`src/design/slr_pkg.sv`:
```
package slr_pkg;

  localparam int unsigned NumWeightsDef   = 65536;
  localparam int unsigned MaxFeaturesDef  = 64;
  localparam int unsigned SigDepthDef     = 256;
  localparam int unsigned WaddrW          = 24;
  localparam logic [15:0] LearnRateRst    = 16'd410;
  localparam logic [16:0] ProbHalf        = 17'd32768;

  typedef struct packed {
    logic               req_type;
    logic [15:0]        feature_id;
    logic signed [23:0] feature_value;
    logic               label;
    logic               last_feature;
  } slr_in_t;

  typedef struct packed {
    logic [16:0] probability;
    logic        predicted_label;
    logic        mispredicted;
    logic [31:0] error_count;
    logic        buffer_overflow;
  } slr_out_t;

  typedef struct packed {
    logic              we;
    logic [WaddrW-1:0] addr;
    logic [31:0]       wdata;
  } slr_wreq_t;

  typedef enum logic [8:0] {
    S_CLR = 9'b000000001,
    S_IN  = 9'b000000010,
    S_MUL = 9'b000000100,
    S_ACC = 9'b000001000,
    S_SIG = 9'b000010000,
    S_RES = 9'b000100000,
    S_RD  = 9'b001000000,
    S_WRD = 9'b010000000,
    S_WUP = 9'b100000000
  } slr_state_e;

  // floor(n / d) by shift and subtract, used only to build tables
  function automatic longint unsigned udiv_u64(longint unsigned n, longint unsigned d);
    longint unsigned q;
    longint unsigned r;
    q = 64'd0;
    r = 64'd0;
    for (int i = 63; i >= 0; i--) begin
      r = {r[62:0], n[i]};
      if (r >= d) begin
        r    = r - d;
        q[i] = 1'b1;
      end
    end
    return q;
  endfunction

  // e^-f in Q32 for f in Q16, 0 <= f <= 1.0, truncated Taylor series
  function automatic longint unsigned exp_neg_frac(longint unsigned f);
    longint unsigned term;
    longint          sum;
    term = 64'd1 << 32;
    sum  = longint'(term);
    for (int unsigned k = 1; k <= 16; k++) begin
      term = udiv_u64((term * f) >> 16, 64'(k));
      if (k[0]) sum = sum - longint'(term);
      else      sum = sum + longint'(term);
    end
    return (sum < 0) ? 64'd0 : longint'(sum);
  endfunction

  // e^-a in Q32 for a in Q16, 0 <= a <= 8.0
  function automatic longint unsigned exp_neg(longint unsigned a);
    longint unsigned r;
    longint unsigned e1;
    longint unsigned n;
    n  = a >> 16;
    r  = exp_neg_frac(a & 64'hFFFF);
    e1 = exp_neg_frac(64'd65536);
    for (longint unsigned j = 0; j < n; j++) begin
      r = (r * e1) >> 32;
    end
    return r;
  endfunction

endpackage

```
`src/design/slr_fbuf.sv`:
```
module slr_fbuf import slr_pkg::*; #(
  parameter int unsigned DEPTH = MaxFeaturesDef,
  parameter int unsigned BW    = (DEPTH > 1) ? $clog2(DEPTH) : 1,
  parameter int unsigned AW    = 16
) (
  input  logic               clk_i,
  input  logic               we_i,
  input  logic [BW-1:0]      waddr_i,
  input  logic [AW-1:0]      wid_i,
  input  logic signed [23:0] wval_i,
  input  logic [BW-1:0]      raddr_i,
  output logic [AW-1:0]      rid_o,
  output logic signed [23:0] rval_o
);

  logic [AW-1:0]      id_mem  [DEPTH];
  logic signed [23:0] val_mem [DEPTH];

  always_ff @(posedge clk_i) begin
    if (we_i) begin
      id_mem[waddr_i]  <= wid_i;
      val_mem[waddr_i] <= wval_i;
    end
    rid_o  <= id_mem[raddr_i];
    rval_o <= val_mem[raddr_i];
  end

endmodule

```
`config.mk`:
```
export PLATFORM = sky130hd
export DESIGN_NAME = slr_fbuf
export DESIGN_NICKNAME = d
export VERILOG_FILES = /design/src/design/slr_pkg.sv /design/src/design/slr_fbuf.sv
export SDC_FILE = /design/constraint.sdc
export NUM_CORES = 2
export LEC_CHECK = 0
export BUFFER_PORTS_ARGS = -buffer_cell sky130_fd_sc_hd__buf_2
export CAP_MARGIN = 20
export CORE_UTILIZATION = 43
export CTS_CLUSTER_DIAMETER = 40
export DETAILED_ROUTE_END_ITERATION = 10
export GPL_TIMING_DRIVEN = 0
export PLACE_DENSITY = 0.64
export SLEW_MARGIN = 10
export SYNTH_ARGS = -nofsm -noshare
export SYNTH_HDL_FRONTEND = slang
export SYNTH_SLANG_ARGS = --single-unit
```
`constraint.sdc`:
```
create_clock -name clk_i -period 4.1 [get_ports clk_i]
set_clock_uncertainty 0.15 [all_clocks]
set_input_delay 0 -clock clk_i [delete_from_list [all_inputs] [get_ports clk_i]]
set_output_delay 0 -clock clk_i [all_outputs]
set_load 0.01 [all_outputs]
```
======== Word level (Yosys, flattened, before mapping) ========
Memories as Yosys holds them, arrays and structs flattened. A register that Yosys moved wholly into a read port is not among the register bits.
Cells that the tools add are included.
cells by class
  mux-type cells .......................... 2
operators with widths
  kind               count
  two-way mux 1 bit  2
storage, ports and cells
  flip-flop bits (word level) ............. 0
  RAM bits ................................ 2,560
  input bits .............................. 54
  output and inout bits ................... 40
  logic and storage cells ................. 4
  memories ................................ 2
memory list
  memory   depth  width  rd ports  clocked after memory_dff  wr ports  RTL line        text
  val_mem  64     24     1         1                         1         slr_fbuf.sv:17  logic signed [23:0] val_mem [DEPTH];
  id_mem   64     16     1         1                         1         slr_fbuf.sv:16  logic [AW-1:0] id_mem [DEPTH];

======== Longest topological paths before layout ========
  depth in word-level cells ............... 2
  depth in mapped cells ................... 10
  gate-level depth less buffers ........... 5

======== Least setup slack after synthesis ========
No wires, ideal clock.
  path kind ............................... in2reg
  from .................................... in waddr_i[3]
  to ...................................... mem id_mem[10][0], enable pin
  library setup time ...................... 0.437 ns
  data arrival time ....................... 2.519 ns
  required time ........................... 3.513 ns
  setup slack ............................. 0.993 ns
  stages on the path ...................... 4
  path buffers ............................ 2
  cells stage by stage .................... clkbuf_1 > or3b_2 > clkbuf_1 > nor2_1
RTL lines
  what                RTL line        text
  start: declaration  slr_fbuf.sv:8   input logic [BW-1:0] waddr_i,
  end: declaration    slr_fbuf.sv:16
No word-level cell before the write port.

==> metrics <==
Fmax 0.2640 GHz; first-pass GRT wire length 405300 µm; area taken by multi-input logic gates 0.01933 mm²; most common cell after layout, fill and taps aside edfxtp_1; Final Critical Period 3.788 ns; Layout Cells excl Fill 8110; Leak Pwr 36.49 nW; Worst-Margin Slew 1.290 ns; CTS sink cnt 2600; Hold Vio Cnt, Final 0; global route total overflow 0; H-tree depth 5; Starting Density 43.37%; Synth Register Bits 2600; Clock transition at path regs 0.06 ns; reg2reg end rid_o[8]; Util after Layout 51.82%; layout cells sized above 1 30.03%; initial antenna violation count 35; top cells by area, synth edfxtp_1 79%, mux4_2 14%, o22ai_1 0.93%; critical path peak fanout 10; status completed; Root Buffer clkbuf_16; Net Count, Synth 4283; Area after DPL 0.1059 mm²; Worst Hold Class input port to register; total power per unit cell area 509.2 mW/mm²; GRT Total Usage 25.72%; Setup WS post-layout 0.3117 ns; Longest Clk Path Bufs 4; Ports 94; Post-DP HPWL 202100 µm; data arrival time of the worst path 4.51 ns; Hold Path Origin wval_i[11]; DR vias/cell 6.272; TritonCTS clock tree built; dpl cells 7470; Area growth, synth to finish 19.50%; Slew Limit Fails 0; Die ar. 0.2292 mm²; Die Wd 478.7 µm; IO buf count 86; Final Cycle Share 92.40%; Total Wirelength 297000 µm; Row Count 174; Worst EP required 4.82 ns; syn avg cell area 23.11 µm²; worst r2r src id_mem[35][8]; Crit. End Element register; area share of the largest cell type after synthesis 78.67%; R2R depth 5; DRC viols 0; largest net degree at the start of global routing 65; hold_ws 0.04247 ns; Placer Congestion 0.8865; setup TNS 0 ns; Hold EP val_mem[22][11]; critical path class input port to register; Async SR Flop Fraction 0%; vias in the first global route 50000; Hold Path Cell Cnt 2; Place WS 0.09864 ns; Finish-stage setup viols 0; Yosys cell types 38; register area share after synthesis 79.49%; Synth Instances 4229; fin area 0.1168 mm²; Mapped Area 0.09772 mm²; Die Span Y 478.7 µm; ANT nets after route 0; Vias 50860; worst vdd ir 0.0005161 V; area leader, netlist edfxtp_1; worst reg-to-reg setup slack 1.47 ns; Power Total 59.46 mW; CTS buffer count 311; Worst slew margin 13.18%; Worst-Skew Late Latency 0.93 ns; fillers 17110; commonest cells after routing, fill and taps aside 2560 x edfxtp_1, 610 x mux4_2, 319 x clkbuf_16, 148 x clkbuf_1, 146 x o22ai_1; post-DR wirelength/cell 36.62 µm; max cap viols 0; register area 0.07767 mm²; Pre-antenna DRT Iters 5; Starting DRT DRC Count 7924; Core Footprint 0.2253 mm²; Main synth FF type edfxtp_1; Yosys warning total 0; startpoint types input port; RSZ-0062 raised after global routing false; EDFF count, synth 2560; nets 4921
## flip-flops by register name, summed over array words and instances (netlist names)
register and count:
id_mem 1024, rid_o 16, rval_o 24, val_mem 1536
## cell type report
type,instances,area share [%]
timing repair buffer,325,4.095
clock buffer,366,7.056
sequential,2600,66.52
multi-input combinational,1387,16.55
clock inverter,175,1.447
antenna,23,0.04929
buffer,242,1.076
tap,2992,3.206
## power by group
group	leakage (nW)	internal, mW	switching, mW
clock network	4.81	15.9	10.9
logic	8.31	1.06	2.11
registers	23.4	29.4	0.0597
## worst max-delay path, cell delays in order
cell and delay [ns]:
dlygate4sd3_1 0.65, buf_2 0.20, nand2_1 0.52, or2_2 0.22
buf_1 0.49, clkbuf_1 0.57, o22ai_1 0.38, nor4_1 1.15
o22a_1 0.29
## synth_stat cells (10+ instances only)
cell	instances
nand3_1	47
edfxtp_1	2560
nor2_1	99
nor4_1	26
buf_2	55
o211ai_1	10
o22ai_1	146
mux4_2	610
buf_6	16
a22oi_1	70
nand2_1	37
nor2b_1	47
a211oi_1	46
a21oi_1	11
o221ai_1	31
o22a_1	25
mux2i_1	76
buf_1	21
nor3_1	25
o21ai_0	10
dfxtp_1	40
clkbuf_1	110
buf_4	39
nand4_1	19
## what timing repair did
item,CTS,global route
buffers inserted,0,0
gates resized for setup,0,0
hold endpoints to repair,2570,124
hold buffers,50,8
setup endpoints to repair,0,0
## logic make-up after synthesis
kind of cell | after synthesis | share of synthesized area [%]
flops | 2600 | 79.49
mux | 687 | 14.85
compound gates | 364 | 2.638
simple gates | 336 | 1.739
buf+inv | 242 | 1.284
## routing by layer
layer  vias to the layer above  GRT usage, %  routed length [µm]
li1                      19590             -                   -
met1                     27010         33.85              106900
met2                      3550         39.77              138600
met3                       706         6.372               34340
met4                        10         13.44               17040
met5                         -             0                  76
## worst max path at each step
stage / from / to / cells after the start
3_5_place_dp: raddr_i[1] / rval_o[8] / 7
6_report: raddr_i[3] / rval_o[7] / 9
4_1_cts: raddr_i[3] / rval_o[3] / 9
2_1_floorplan: waddr_i[3] / id_mem[10][0] / 4
3_3_place_gp: waddr_i[3] / val_mem[8][2] / 4
5_1_grt: raddr_i[3] / rval_o[7] / 9
Note: power is estimated with default switching activity, not from simulation.
